## src/sv/ksel_pkg.sv

```systemverilog
// ----------------------------------------------------------------------------
// ksel_pkg
// Shared widths, operation and status codes, and the compare result type for
// the k-th smallest select block.
// ----------------------------------------------------------------------------
package ksel_pkg;

    localparam int DATA_W          = 32;
    localparam int OP_W            = 2;
    localparam int RANK_W          = 11;
    localparam int STATUS_W        = 2;
    localparam int DEF_STORE_DEPTH = 1024;

    localparam logic signed [DATA_W-1:0] INT_MAX = 32'sh7FFF_FFFF;

    localparam logic [OP_W-1:0] OP_LOAD   = 2'd0;
    localparam logic [OP_W-1:0] OP_RANK   = 2'd1;
    localparam logic [OP_W-1:0] OP_SECOND = 2'd2;
    localparam logic [OP_W-1:0] OP_CLEAR  = 2'd3;

    localparam logic [STATUS_W-1:0] ST_OK        = 2'd0;
    localparam logic [STATUS_W-1:0] ST_RANGE     = 2'd1;
    localparam logic [STATUS_W-1:0] ST_FULL      = 2'd2;
    localparam logic [STATUS_W-1:0] ST_NO_SECOND = 2'd3;

    // a against b and against c, signed
    typedef struct packed {
        logic lt_b;
        logic eq_b;
        logic lt_c;
    } cmp_res_t;

endpackage

```

## src/sv/ksel_cmp.sv

```systemverilog
// ----------------------------------------------------------------------------
// ksel_cmp
// Shared signed compare unit: one operand against two references.
// ----------------------------------------------------------------------------
module ksel_cmp import ksel_pkg::*;
(
    input  logic signed [DATA_W-1:0] a,
    input  logic signed [DATA_W-1:0] b,
    input  logic signed [DATA_W-1:0] c,
    output cmp_res_t                 res
);

    assign res.lt_b = (a < b);
    assign res.eq_b = (a == b);
    assign res.lt_c = (a < c);

endmodule

```

## config.mk

```make
export PLATFORM = sky130hd
export DESIGN_NAME = ksel_cmp
export DESIGN_NICKNAME = d
export VERILOG_FILES = /design/src/sv/ksel_pkg.sv /design/src/sv/ksel_cmp.sv
export SDC_FILE = /design/constraint.sdc
export NUM_CORES = 1
export LEC_CHECK = 0
export ABC_AREA = 1
export BUFFER_PORTS_ARGS = -buffer_cell sky130_fd_sc_hd__clkbuf_2
export CAP_MARGIN = 20
export CORE_MARGIN = 5
export CORE_UTILIZATION = 51
export DETAILED_ROUTE_END_ITERATION = 10
export PLACE_DENSITY_LB_ADDON = 0.08
export SLEW_MARGIN = 20
export SYNTH_ARGS = -nofsm -noshare
export SYNTH_HDL_FRONTEND = slang
export SYNTH_SLANG_ARGS = --single-unit
export TNS_END_PERCENT = 100
```

## constraint.sdc

```tcl
create_clock -name vclk -period 3.4
set_clock_uncertainty 0.1 [all_clocks]
set_input_delay 0.17 -clock vclk [all_inputs]
set_output_delay 0.17 -clock vclk [all_outputs]
set_load 0.02 [all_outputs]
```

==> results_dict.tcl <==
set metrics [dict create \
    vias 1861 \
    grt_max_degree 6 \
    ir_drop_mv 0.0598 \
    syn_inst 268 \
    grt_pass1_vias 1606 \
    cts_setup_buffers 0 \
    end_kind "primary output" \
    p_leak_nw 1.59 \
    tns_ns 0 \
    port-buffer-count 99 \
    pin_count 99 \
    dieArea_um2 4600 \
    gp_congestion 0.752 \
    grt_pass1_wl_um 5830 \
    synthesis.area_um2 1710 \
    synth.avg_cell_area_um2 6.37 \
    seq_area_frac_synth 0 \
    areaGrowthSynthToFinish_pct 32.4 \
    die_x_um 67.8 \
    worstSetupStartpoint "b[31]" \
    grt_overflow 0 \
    final_nets 528 \
    wl_per_cell_um 8.85 \
    drt_iter0_markers 25 \
    antenna_found_initial 0 \
    hold_class "input port to primary output" \
    status "complete, no violations" \
    regArea_um2 0 \
    min_delay_path_depth 6 \
    placedCellCount 413 \
    power_mw 0.249 \
    max_freq_mhz 566 \
    rsz0062_at_grt "false" \
    syn-num-nets 427 \
    drv_slew 0 \
    final_util 0.688 \
    diodes 0 \
    hp-start "a[31]" \
    startpoint_type "input port" \
    rows 21 \
    dp_hpwl_um 3640 \
    timing.final.crit_share 0.520 \
    hold_violations 0 \
    synth_cell_types 23 \
    drc_errors 0 \
    grtUsageTotal 0.152 \
    cp_data_arrival_time_ns 1.50 \
    whs_ns 0.858 \
    tightest_slew_ns 0.212 \
    yosys_warnings 0 \
    crit_fanout 4 \
    fp.coreArea_um2 3280 \
    powerDensity_nw_per_um2 110 \
    firstDrtPassIters 3 \
    maxCapViolCount 0 \
    cts-resized-gates 0 \
    nClkBuffers 0 \
    layout_common_cells "99 x clkbuf_2, 76 x inv_1, 63 x ha_1" \
    drt-total-wl_um 3660 \
    required_ns 3.13 \
    flops_and_latches 0 \
    setup_viol 0 \
    hold_buffers 0 \
    finalCriticalPeriod_ns 1.77 \
    slew_headroom 0.858 \
    drtAntennaViolNets 0 \
    fp.dieH_um 67.8 \
    drive_gt1_frac 0.308 \
    start_util 0.520 \
    viasPerCell 4.51 \
    finalNonFillerCells 413 \
    critical_path_class "input port to primary output" \
    final_common_cell "clkbuf_2" \
]
[synthesized netlist by cell type]
library cell / n / area share
a21oi_1: 30 / 0.088
a21oi_2: 1 / 0.0051
and3_1: 1 / 0.0037
o21a_1: 1 / 0.0044
nor4_1: 1 / 0.0037
nor2_4: 1 / 0.0066
nand4_2: 1 / 0.0073
a21oi_4: 1 / 0.0095
nor3_1: 4 / 0.012
inv_1: 76 / 0.17
o21a_2: 1 / 0.0051
o211ai_1: 1 / 0.0044
nor2_2: 1 / 0.0037
o21ai_0: 5 / 0.015
nand3_1: 5 / 0.015
nor2_1: 9 / 0.020
nand4_1: 3 / 0.011
inv_2: 3 / 0.0066
nand2_1: 51 / 0.11
nor4_4: 1 / 0.012
ha_1: 63 / 0.46
o21ai_1: 4 / 0.012
nand2_2: 4 / 0.015
[through the flow]
stage	worst slack [ns]	area (µm²)
global route	1.45	2260
CTS	1.61	2260
detailed placement	1.61	2260
finish	1.63	2260
floorplan	1.89	1710
global placement	1.63	2260
[metal layers]
metal	vias to the layer above	GRT usage	share of wire
li1	1057	-	-
met1	758	0.205	0.45
met2	46	0.289	0.49
met3	0	0	0.065
met4	0	0	0
met5	-	0	0
[worst max-delay path, stage by stage]
cell and delay, ns:
clkbuf_2 0.08, inv_1 0.03, ha_1 0.35, nand2_2 0.08, nor2_2 0.13, nand2_2 0.09
nor4_4 0.14, nand2_1 0.10, nand2_1 0.06, nand2_1 0.04, nand2_1 0.05, clkbuf_2 0.16
[report_power, final]
| group | internal (mW) | total [mW] | switching, mW |
|---|---|---|---|
| clock network | 0 | 0 | 0 |
| registers | 0 | 0 | 0 |
| logic | 0.120 | 0.249 | 0.129 |
[cell families after synthesis]
family / after synthesis / synth area share
fa+ha+maj: 63 / 0.462
buf+inv: 79 / 0.174
simple gates: 82 / 0.221
compound gates: 44 / 0.143
[area by class of cell]
cell class / count / area, µm²
Fill cell: 319 / 1020
Inverter: 79 / 297
Multi-Input combinational cell: 189 / 1410
Tap cell: 46 / 57.6
Timing Repair Buffer: 99 / 495
[worst paths after layout]
kind	endpoint
hold / removal	res[2]
setup / recovery	res[2]
Power figures use the tool's default switching activity.
